--- src/rtl/core/tlbl_pkg.sv ---
`default_nettype none

package tlbl_pkg;

   localparam int ADDR_W     = 32;
   localparam int PID_W      = 8;
   localparam int TAG_W      = 28;
   localparam int SHIFT_W    = 5;
   localparam int ENTRIES_W  = 9;
   localparam int CSR_IDX_W  = 4;
   localparam int CSR_DATA_W = 16;

   localparam logic [SHIFT_W-1:0] SHIFT_MIN = SHIFT_W'(4);
   localparam logic [SHIFT_W-1:0] SHIFT_MAX = SHIFT_W'(16);

   typedef enum logic [CSR_IDX_W-1:0] {
      CSR_POLICY_LRU     = CSR_IDX_W'(0),
      CSR_PAGE_SHIFT     = CSR_IDX_W'(1),
      CSR_ENTRIES_IN_USE = CSR_IDX_W'(2),
      CSR_PER_PROCESS    = CSR_IDX_W'(3)
   } tlbl_csr_type;

   typedef struct packed {
      logic                 policy_lru;
      logic [SHIFT_W-1:0]   page_shift;
      logic [ENTRIES_W-1:0] entries_in_use;
      logic                 per_process;
   } tlbl_cfg_type;

   typedef struct packed {
      logic [TAG_W-1:0] page;
      logic [PID_W-1:0] pid;
   } tlbl_item_type;

endpackage

`default_nettype wire

--- src/rtl/core/tlbl_channels.sv ---
`default_nettype none

interface tlbl_req_if;
   import tlbl_pkg::*;
   logic              valid;
   logic              ready;
   logic [ADDR_W-1:0] address;
   logic [PID_W-1:0]  pid;
   modport source (output valid, output address, output pid, input ready);
   modport sink (input valid, input address, input pid, output ready);
endinterface


`default_nettype wire

--- src/rtl/core/tlbl_front.sv ---
`default_nettype none

module tlbl_front (
   input  wire                     clock,
   input  wire                     reset,
   input  tlbl_pkg::tlbl_cfg_type  cfg,
   tlbl_req_if.sink                req,
   output logic                    q_valid,
   output tlbl_pkg::tlbl_item_type q_item,
   input  wire                     q_pop
);
   import tlbl_pkg::*;

   logic [SHIFT_W-1:0] shift;
   tlbl_item_type      new_item;
   tlbl_item_type      q_ff [2];
   logic               wp_ff;
   logic               rp_ff;
   logic [1:0]         cnt_ff;
   logic [1:0]         cnt_in;
   logic               push;
   logic               pop;
   logic [ADDR_W-1:0]  shifted;

   always_comb begin
      if (cfg.page_shift < SHIFT_MIN) begin
         shift = SHIFT_MIN;
      end else if (cfg.page_shift > SHIFT_MAX) begin
         shift = SHIFT_MAX;
      end else begin
         shift = cfg.page_shift;
      end
   end

   assign shifted       = req.address >> shift;
   assign new_item.page = shifted[TAG_W-1:0];
   assign new_item.pid  = req.pid;

   assign req.ready = (cnt_ff != 2'd2);
   assign push      = req.valid && req.ready;
   assign pop       = q_pop && (cnt_ff != 2'd0);
   assign cnt_in    = cnt_ff + {1'b0, push} - {1'b0, pop};

   assign q_valid = (cnt_ff != 2'd0);
   assign q_item  = q_ff[rp_ff];

   always_ff @(posedge clock) begin
      if (reset) begin
         wp_ff  <= 1'b0;
         rp_ff  <= 1'b0;
         cnt_ff <= 2'd0;
      end else begin
         if (push) begin
            wp_ff <= ~wp_ff;
         end
         if (pop) begin
            rp_ff <= ~rp_ff;
         end
         cnt_ff <= cnt_in;
      end
   end

   always_ff @(posedge clock) begin
      if (push) begin
         q_ff[wp_ff] <= new_item;
      end
   end

endmodule

`default_nettype wire

--- src/flat_wrapper.sv ---
// flat-port wrapper written by rule: the top's interface ports become plain ports
module tlbl_front_flat import tlbl_pkg::*;
  (clock, reset, cfg, q_valid, q_item, q_pop, req_valid, req_address, req_pid, req_ready);
  tlbl_req_if req_i ();
  input  wire clock;
  input  wire reset;
  input  tlbl_pkg::tlbl_cfg_type cfg;
  output logic q_valid;
  output tlbl_pkg::tlbl_item_type q_item;
  input  wire q_pop;
  input wire logic [$bits(req_i.valid)-1:0] req_valid;
  input wire logic [$bits(req_i.address)-1:0] req_address;
  input wire logic [$bits(req_i.pid)-1:0] req_pid;
  output wire logic [$bits(req_i.ready)-1:0] req_ready;
  assign req_i.valid = req_valid;
  assign req_i.address = req_address;
  assign req_i.pid = req_pid;
  assign req_ready = req_i.ready;
  tlbl_front u_core (.clock(clock), .reset(reset), .cfg(cfg), .req(req_i), .q_valid(q_valid), .q_item(q_item), .q_pop(q_pop));
endmodule
--- config.mk ---
export PLATFORM = sky130hd
export DESIGN_NAME = tlbl_front_flat
export DESIGN_NICKNAME = d
export VERILOG_FILES = /design/src/rtl/core/tlbl_pkg.sv /design/src/rtl/core/tlbl_channels.sv /design/src/rtl/core/tlbl_front.sv /design/src/flat_wrapper.sv
export SDC_FILE = /design/constraint.sdc
export NUM_CORES = 1
export LEC_CHECK = 0
export BUFFER_PORTS_ARGS = -buffer_cell sky130_fd_sc_hd__buf_2
export CAP_MARGIN = 20
export CORE_MARGIN = 1
export CORE_UTILIZATION = 45
export CTS_CLUSTER_SIZE = 10
export DETAILED_ROUTE_END_ITERATION = 6
export HOLD_SLACK_MARGIN = 0.02
export PLACE_DENSITY = 0.67
export SETUP_SLACK_MARGIN = 0.1
export SYNTH_ARGS = -nofsm -noshare
export SYNTH_HDL_FRONTEND = slang
export SYNTH_SLANG_ARGS = --single-unit
--- constraint.sdc ---
create_clock -name clock -period 5 [get_ports clock]
set_input_delay 0.75 -clock clock [delete_from_list [all_inputs] [get_ports clock]]
set_output_delay 0.75 -clock clock [all_outputs]
set_load 0.02 [all_outputs]
==> Word level (Yosys, flattened, before mapping) <==
Memories as Yosys holds them, arrays and structs flattened. A register that Yosys moved wholly into a read port is not among the register bits.
Cells that the tools add are included.
{ "totals": {"in_bits": 60, "n_memories": 1, "elab_cells": 21, "ff_bits": 4, "mem_bits_rw": 72} }
{ "memory_table": {"columns": ["memory", "words", "word_bits", "rd", "rd_ports_with_merged_regs", "wr", "line", "text"], "rows": [
  ["u_core.q_ff", 2, 36, 1, 1, 1, "tlbl_front.sv:16", "tlbl_item_type q_ff [2];"]
]} }
{ "classes": {"shifts": 1, "n_eq_ne": 1, "n_reduce_logical": 3, "magnitude_cmp": 2, "add_sub_neg": 2, "bitwise": 2, "mux": 6} }
{ "op_table": {"columns": ["op", "n"], "rows": [
  ["$shr 32x5->28", 1],
  ["$mux 5", 2],
  ["$gt 5x5->1 const B", 1],
  ["$lt 5x3->1 const B", 1],
  ["$mux 1", 4],
  ["$add 2x1->2", 1],
  ["$logic_and 1x1->1", 2],
  ["$ne 2x2->1 const B", 1],
  ["$not 1->1", 2],
  ["$reduce_bool 2->1", 1],
  ["$sub 2x1->2", 1]
]} }

==> Logic depth before layout (Yosys ltp) <==
Gate-level depths: netlist of the first run.
{ "logic_depth": {"ltp_word": 4, "ltp_mapped": 9, "mapped_depth_nobuf": 8} }

==> Worst setup path after synthesis of the first run <==
Ideal clock, no wire load.
{ "synth_path": {"path_kind": "input to register", "startpoint": "input port req_valid", "endpoint": "memory u_core.q_ff[0][0] in the netlist's numbering, enable pin", "required_ns": 4.571, "path_buffers": 0, "t_arrival_ns": 2.363, "path_stages": 2, "setup_ns": 0.429, "setup_slack_ns": 2.208, "cell_sequence": "nand2_1 -> nor2_1"} }
{ "synth_between": {"elab_chain_len": 3} }
{ "synth_rtl": {"columns": ["item", "line", "text"], "rows": [
  ["start: declaration", "flat_wrapper.sv:11", "input wire logic [$bits(req_i.valid)-1:0] req_valid;"],
  ["$logic_and 1x1->1", "tlbl_front.sv:40", "assign push = req.valid && req.ready;"],
  ["$mux 1", "tlbl_front.sv:64", "if (push) begin"],
  ["$mux 1 (implied by the code)", "tlbl_front.sv:65", "q_ff[wp_ff] <= new_item;"],
  ["end: declaration", "tlbl_front.sv:16", null]
]} }
Every way passes these cells.

==> Worst setup path after layout of the first run <==
{ "layout_path": {"startpoint": "input port cfg[12] in the netlist's numbering", "endpoint": "memory u_core.q_ff[0][16] in the netlist's numbering (data pin)"} }
{ "layout_between": {"elab_chain_len": 4, "word_cells_on_any_way": 5, "classes_between": "order compare: 2; shift: 1; mux: 2"} }
{ "layout_rtl": {"columns": ["item", "line", "text"], "rows": [
  ["start: declaration", "flat_wrapper.sv:7", "input tlbl_pkg::tlbl_cfg_type cfg;"],
  ["$gt 5x5->1", "tlbl_front.sv:28", "end else if (cfg.page_shift > SHIFT_MAX) begin"],
  ["$mux 5", "tlbl_front.sv:28", null],
  ["$mux 5 (*)", "tlbl_front.sv:26", "if (cfg.page_shift < SHIFT_MIN) begin"],
  ["$shr 32x5->28 (*)", "tlbl_front.sv:35", "assign shifted = req.address >> shift;"],
  ["net u_core.shifted[8]", "tlbl_front.sv:23", "logic [ADDR_W-1:0] shifted;"]
]} }
The timed path passes the listed nets; every way through them passes the cells marked *.

==> results of run 1 <==
-- area by class of cell --
type | count | share of cell area, %
well taps | 140 | 3.10
clock buffers | 9 | 2.19
repair buffers | 93 | 8.85
inverters | 16 | 1.06
flip-flops and latches | 77 | 40.0
clock inverters | 7 | 1.75
multi-input cells | 354 | 43.1
-- cell usage in the layout, fill, tap and decap left out, drive strengths merged, types with 5 or more instances in the layout --
master / Yosys / layout
a21oi: 41 / 41
nand2: 45 / 45
nor2: 40 / 40
o31ai: 8 / 8
o221ai: 5 / 5
a31oi: 5 / 5
a221oi: 8 / 8
inv: 15 / 16
nor3b: 6 / 6
mux2i: 18 / 18
o22ai: 9 / 9
dfxtp: 5 / 5
mux2: 39 / 39
edfxtp: 72 / 72
nor2b: 13 / 13
o32ai: 5 / 5
and3: 5 / 5
nand3: 10 / 10
a22oi: 5 / 5
o21ai: 34 / 34
a211oi: 5 / 5
buf: 28 / 93
clkbuf: 11 / 9
-- worst min-delay path, cell delays in order, from the launching register on --
cell and delay (ps):
sky130_fd_sc_hd__dfxtp_1 330, sky130_fd_sc_hd__xnor2_1 90, sky130_fd_sc_hd__nor2_1 80
-- flip-flops by register name, summed over array words and instances, names as in the netlist, named ones only --
name,flops
u_core.q_ff,72
u_core.rp_ff,1
u_core.cnt_ff,2
u_core.wp_ff,1
-- metrics by stage --
| stage | cells | total power, uW | area (um^2) | util (%) |
|---|---|---|---|---|
| finish | 696 | 2190 | 5660 | 52.4 |
| global route | 696 | 2300 | 5660 | 52.4 |
| CTS | 695 | 2200 | 5640 | 52.2 |
| detailed placement | 679 | 1690 | 5410 | 50.2 |
| global placement | 679 | 1680 | 5410 | 50.2 |
| floorplan | 486 | 1450 | 4980 | - |
-- final timing paths --
check                                      start  cells past startpoint  slack [ps]                 end
worst max-delay path                     cfg[12]                      8        1510  u_core.q_ff[0][16]
worst min-delay path                u_core.rp_ff                      2         530        u_core.rp_ff
worst max register to register  u_core.cnt_ff[1]                      8        3200    u_core.cnt_ff[1]
worst min register to register      u_core.rp_ff                      2         530        u_core.rp_ff
-- logic make-up after synthesis --
family                   Yosys count
buffers and inverters             55
XOR/XNOR                           4
multiplexers                      59
flip-flops                        77
adder cells (fa/ha/maj)            2
AO/OA/AOI/OAI                    154
AND/OR/NAND/NOR                  135
-- metal layers --
layer,vias up,GRT usage (%),share of wire (%)
li1,1988,-,-
met4,0,8.32,1.5
met5,-,0,0
met1,2027,33.5,43
met3,26,4.86,10
met2,285,35.6,45
-- report_power, final --
group          switching, uW  internal, uW
clock network            224           283
registers               27.1           842
logic                    501           315
total                    752          1440
==> reports/results.env, run 1 <==
RUN_STATUS='finished clean'
PRE_CTS_WS_PS=1260
CRITICALPATHCATEGORY='input pin to flip-flop'
WORST_SKEW_PAIR.LATE_LATENCY_PS=350
FINALSETUPTNS_PS=0
TRANSITION_TIME_AT_THE_PIN_WITH_THE_LEAST_SLEW_MARGIN_PS=977
SYNTH_EDF_COUNT=72
CTS-HOLD-FIX-BUFFERS=0
CRIT_CHAIN='buf_2 > or2_1 > and3_1 > buf_4 > a221o_1 > a21oi_2 > o32ai_1 > a21oi_1'
SYNTHXORXNORAREAFRAC_PCT=0.703
LAYOUT-AREA-OVERHEAD-VS-SYNTH_PCT=13.6
DRT_ITER0_DRC=470
TRACK_USAGE_PCT=23.6
DRT_WL_TOTAL_MM=13.6
CTS_BUFFERS=9
FIN_WS_PS=1510
NUM_ROWS=38
HOLD_PATH.CLASS='flip-flop to flip-flop'
YOSYSMOSTFREQUENTCELL='sky130_fd_sc_hd__edfxtp_1'
FINALSETUPVIOLCOUNT=0
GRT_FIRST_PASS_WIRELENGTH_MM=20.8
GP_CONGESTION=0.942
WORST_PATH_BUF_INV=2
FRACTION_OF_FINAL_LAYOUT_CELLS_WITH_DRIVE_STRENGTH_GREATER_THAN_1_PCT=29.9
SYNTH_TOP_AREA_SHARE_PCT=43.4
POSTCTSSETUPREPAIRBUFS=0
NUM_VIAS=4326
HOLD_WS_PS=530
POSTSYNTHREGISTERBITS=77
POWER.DENSITY_CELL_AREA_mW_PER_MM2=387
REGAREA_MM2=0.00226
FINAL_HOLD_VIOL_COUNT=0
CRIT_REQUIRED_PS=5080
LAYOUT.NETS=613
YOSYS-TOP-CELLS-COUNT='sky130_fd_sc_hd__edfxtp_1, sky130_fd_sc_hd__nand2_1, sky130_fd_sc_hd__a21oi_1, sky130_fd_sc_hd__mux2_2, sky130_fd_sc_hd__nor2_1'
CTS.HTREE.LEVELS=3
SYNTH_NETS=548
DRV_CAP=0
MAXCLOCKFREQUENCY_MHz=287
CRIT_PATH_MAX_INCR_DELAY_PS=660
CTSRESIZECOUNT=0
CORE_AREA_MM2=0.0108
SYNTHCELLS=486
YOSYS_MOST_USED_DFF='sky130_fd_sc_hd__edfxtp_1'
TIMING.MAX_SLEW.REL_SLACK_PCT=34.6
AVGROUTEDWIREPERCELL_UM=19.5
CTSLONGESTPATHBUFFERS=2
TIMING.FINAL.MAX_SLEW_VIOLATIONS=0
VDD_DROP_MAX_uV=246
FLOORPLAN.INITIALDENSITY_PCT=46.2
CTS_TREE='done'
NUMPORTBUFFERS=84
ANT_NETS=0
CLK_TRANSITION_REPORTED_PATHS_PS=70
FINAL.SETUP_SKEW_PS=11.0
NUM-FILL-CELLS=973
SYNTH-WARNING-COUNT=0
GRT_SETUP_UNREPAIRED='no'
HPWLAFTERDP_MM=9.14
MULTIINPUTGATEAREA_MM2=0.00244
WORSTPATHARRIVAL_PS=3560
CLOCK_SINK_COUNT=77
SYNTH_COMPOUND_AREA_SHARE_PCT=21.1
DIE-AREA_MM2=0.0115
SEQ_AREA_FRAC_SYNTH_PCT=45.4
SYNTHESIS.AREA_MM2=0.00498
FIRST_GLOBAL_VIAS=3826
ROUTE.DETAILED.VIAS_PER_INST=6.22
SHARE_OF_SYNTHESIZED_FLIP_FLOPS_WITH_AN_ASYNCHRONOUS_SET_OR_RESET_PCT=0
POST_SYNTHESIS_AREA_PER_INSTANCE_UM2=10.2
POST_SYNTH_NUM_CELL_TYPES=69
TIMING.CRITICAL_PATH.TO_TYPE='flip-flop'
DIE_X_UM=107
KIND_OF_LAUNCH_POINT_OF_THE_WORST_SETUP_PATH='input pin'
POST-ROUTE-DRC-COUNT=0
SYNTH_TOP_FAMILY_BY_AREA='compound AO/OA/AOI/OAI gates'
DETAILEDROUTE.FIRSTPASSITERATIONCOUNT=5
MIN_PERIOD_OVER_PERIOD_PCT=69.7
NUMBER_OF_ANTENNA_VIOLATIONS_AT_THE_FIRST_CHECK_IN_GLOBAL_ROUTING=0
PIN_COUNT=98
LEAKAGE_uW=0.00212
SYNTHDOMINANTAREACELLTYPE='sky130_fd_sc_hd__edfxtp_1'
YOSYS.AREA_SHARE.ADDER_PCT=0.502
CRIT_FAMILY='simple AND/OR/NAND/NOR gates'
YOSYS-MUX-AREA-FRACTION_PCT=13.3
CRITICAL_PATH_PEAK_FANOUT=44
CLK_ROOT_BUFFER_CELL='sky130_fd_sc_hd__clkbuf_8'
GLOBAL_ROUTE_TOTAL_OVERFLOW=0
DIODES=0
CRITICAL_PATH.SLOWEST_CELL='sky130_fd_sc_hd__and3_1'
FINAL_PERIOD_MINUS_WORST_SETUP_SLACK_PS=3490
SYNTHSIMPLEGATEAREAFRAC_PCT=13.1
FLOORPLAN.DIE.HEIGHT_UM=107
MAXIMUM_NUMBER_OF_PINS_ON_ONE_NET_BEFORE_GLOBAL_ROUTE_REPAIR=50
POST_SYNTH_MAIN_AREA_CONTRIBUTORS='sky130_fd_sc_hd__edfxtp_1, sky130_fd_sc_hd__mux2_2, sky130_fd_sc_hd__a21oi_1'
(Power assumes the default switching activity.)
==> inputs of run 2 (changes only) <==
- clock period: 5 -> 3.7 ns (I/O delays scaled with it)
==> run 2 against run 1 <==
Sequential power increased by 36%. Clock-buffer cell count increased by 2. Global-route usage rose by 1.4 points. Non-clock buffer count is 7 higher. Core utilization grew 0.44 points. Combinational power up 37%. Clock skew fell by 5.2 ps. Die area unchanged. Flip-flop and latch count unchanged. Register-to-register slack worse by 1400 ps. Setup slack got worse by 520 ps. Critical path type unchanged. Largest cell class unchanged. Highest routed layer unchanged.
==> reports/results.env, run 2 (synthesis results as in run 1) <==
TIMING.FINAL.MAX_SLEW_VIOLATIONS=0
CRITICALPATHCATEGORY='input pin to flip-flop'
DRV_CAP=0
HP-START='req_pid[3]'
FIN_WS_PS=988
WORST_SKEW_PAIR.LATE_LATENCY_PS=340
NUMPORTBUFFERS=84
POWER_FRAC_SEQ_PCT=39.9
NUM_VIAS=4316
ANT_NETS=0
FINAL.SETUP_SKEW_PS=5.84
DIE_X_UM=107
POWER.CLOCK.FRACTION_PCT=22.3
TRANSITION_TIME_AT_THE_PIN_WITH_THE_LEAST_SLEW_MARGIN_PS=563
RUN_STATUS='finished clean'
POSTCTSSETUPREPAIRBUFS=0
CRIT-REG2REG-LAUNCH='u_core.cnt_ff[1]'
NUMBER_OF_ANTENNA_VIOLATIONS_AT_THE_FIRST_CHECK_IN_GLOBAL_ROUTING=0
PIN_COUNT=98
GRT_SETUP_UNREPAIRED='no'
WORSTPATHARRIVAL_PS=2780
NETSWITCHINGPOWER_uW=1010
LAYOUT_COMMONEST_CELL='sky130_fd_sc_hd__buf_2'
REGTOREGSETUPSLACK_PS=1850
DP_CELLS=686
KIND_OF_LAUNCH_POINT_OF_THE_WORST_SETUP_PATH='input pin'
CRIT_REQUIRED_PS=3770
FINAL-INSTANCE-COUNT-EXCL-FILL=702
CTS_TREE='done'
POST-ROUTE-UTIL_PCT=52.9
MIN_PERIOD_OVER_PERIOD_PCT=73.3
LAYOUT-AREA-OVERHEAD-VS-SYNTH_PCT=14.5
WHS_PATH_DEPTH=1
VDD_DROP_MAX_uV=535
TIMING.CRITICAL_PATH.TO_TYPE='flip-flop'
CTSRESIZECOUNT=0
SW_FRAC_OF_TOTAL_PCT=34.1
CLOCK_SINK_COUNT=77
GLOBAL_ROUTE_TOTAL_OVERFLOW=0
R2R_END='u_core.cnt_ff[1]'
MAXIMUM_NUMBER_OF_PINS_ON_ONE_NET_BEFORE_GLOBAL_ROUTE_REPAIR=37
POWER.INTERNAL_uW=1950
ROUTE.DETAILED.VIAS_PER_INST=6.15
CTS_BUFFERS=9
TIMING.MAX_SLEW.REL_SLACK_PCT=62.4
FIRST_GLOBAL_VIAS=4014
MAXCLOCKFREQUENCY_MHz=369
CTSLONGESTPATHBUFFERS=2
CTS-HOLD-FIX-BUFFERS=0
FINALSETUPTNS_PS=0
LARGEST_REGISTERS='u_core.q_ff (72), u_core.cnt_ff (2)'
CORE_AREA_MM2=0.0108
HPWLAFTERDP_MM=9.76
FINALSETUPVIOLCOUNT=0
DRT_ITER0_DRC=545
CTS.HTREE.LEVELS=3
GP_CONGESTION=0.967
POWER.DENSITY_CELL_AREA_mW_PER_MM2=518
HOLD_PATH.CLASS='input pin to flip-flop'
TRACK_USAGE_PCT=25.0
MAX_FLOP_REGISTER='u_core.q_ff'
PRE_CTS_WS_PS=765
MIN_DELAY_WORST_ENDPOINT='u_core.q_ff[0][3]'
DIE-AREA_MM2=0.0115
FINAL_HOLD_VIOL_COUNT=0
FRACTION_OF_FINAL_LAYOUT_CELLS_WITH_DRIVE_STRENGTH_GREATER_THAN_1_PCT=30.2
POST-ROUTE-DRC-COUNT=0
FLOORPLAN.INITIALDENSITY_PCT=46.2
AVGROUTEDWIREPERCELL_UM=19.9
LARGEST_REGISTER_FF_COUNT=72
CRITICAL_PATH_PEAK_FANOUT=20
FINAL_PERIOD_MINUS_WORST_SETUP_SLACK_PS=2710
NUM_ROWS=38
FLOORPLAN.DIE.HEIGHT_UM=107
DRT_WL_TOTAL_MM=14.0
DETAILEDROUTE.FIRSTPASSITERATIONCOUNT=7
CLK_TRANSITION_REPORTED_PATHS_PS=70
GRT_FIRST_PASS_WIRELENGTH_MM=21.7
HOLD_WS_PS=397
LAYOUT.CELLS.MOST_COMMON_LIST='sky130_fd_sc_hd__buf_2, sky130_fd_sc_hd__edfxtp_1, sky130_fd_sc_hd__nand2_1'
LEAKAGE_uW=0.00215
REG2REGPATHDEPTH=8
COMB_POWER_SHARE_PCT=37.8
CLK_ROOT_BUFFER_CELL='sky130_fd_sc_hd__clkbuf_8'
LAYOUT.NETS=620
DIODES=0
run 2: cell types whose count changed in the layout (fill, tap and decap cells not counted):
cell,delta
sky130_fd_sc_hd__clkinvlp_4,-1
sky130_fd_sc_hd__inv_6,-1
sky130_fd_sc_hd__clkbuf_1,+2
sky130_fd_sc_hd__buf_12,+1
sky130_fd_sc_hd__buf_4,+6
sky130_fd_sc_hd__clkinv_4,-1
run 2: through the flow:
step           power [uW]  area (um^2)
3_3_place_gp         2280         5480
2_1_floorplan        1960         4980
5_1_grt              3110         5700
3_5_place_dp         2310         5480
6_report             2960         5700
4_1_cts              2970         5680
run 2: how the worst max path moves through the flow:
stage / start / end / slack [ps] / depth (start not counted)
after detailed placement: cfg[12] / u_core.q_ff[0][22] / 760 / 7
final: cfg[12] / u_core.q_ff[1][22] / 990 / 7
after CTS: cfg[12] / u_core.q_ff[1][22] / 1150 / 7
after floorplan: u_core.cnt_ff[0] / u_core.q_ff[0][0] / 1070 / 4
after global placement: cfg[12] / u_core.q_ff[0][22] / 750 / 7
after global routing: cfg[12] / u_core.q_ff[1][22] / 1000 / 7
run 2: power by group through the flow:
stage / logic, uW / clock network (uW) / registers [uW]
floorplan: 777 / 0 / 1190
global placement: 1090 / 0 / 1190
detailed placement: 1110 / 0 / 1200
CTS: 1110 / 679 / 1180
global route: 1200 / 714 / 1190
finish: 1120 / 659 / 1180
run 2: critical path, cell delays in order:
cell and delay (ps):
sky130_fd_sc_hd__buf_2 350, sky130_fd_sc_hd__or2_1 480, sky130_fd_sc_hd__nand3_1 370, sky130_fd_sc_hd__buf_4 300, sky130_fd_sc_hd__and3_1 180, sky130_fd_sc_hd__o32ai_1 430
sky130_fd_sc_hd__nor2_1 120
run 2: routing by layer:
metal  vias to the layer above  GRT usage, %  routed length [um]
met3                        22          5.11                1480
met1                      2034          34.8                5790
li1                       2002             -                   -
met5                         -             0                   0
met4                         0          8.12                 199
met2                       258          38.9                6510
run 2: layout make-up:
cell class	instances	area (um^2)
Fill cell	1005	5090
Clock buffer	11	131
Multi-Input combinational cell	354	2440
Clock inverter	4	73.8
Inverter	16	60.1
Timing Repair Buffer	100	566
Tap cell	140	175
Sequential cell	77	2260
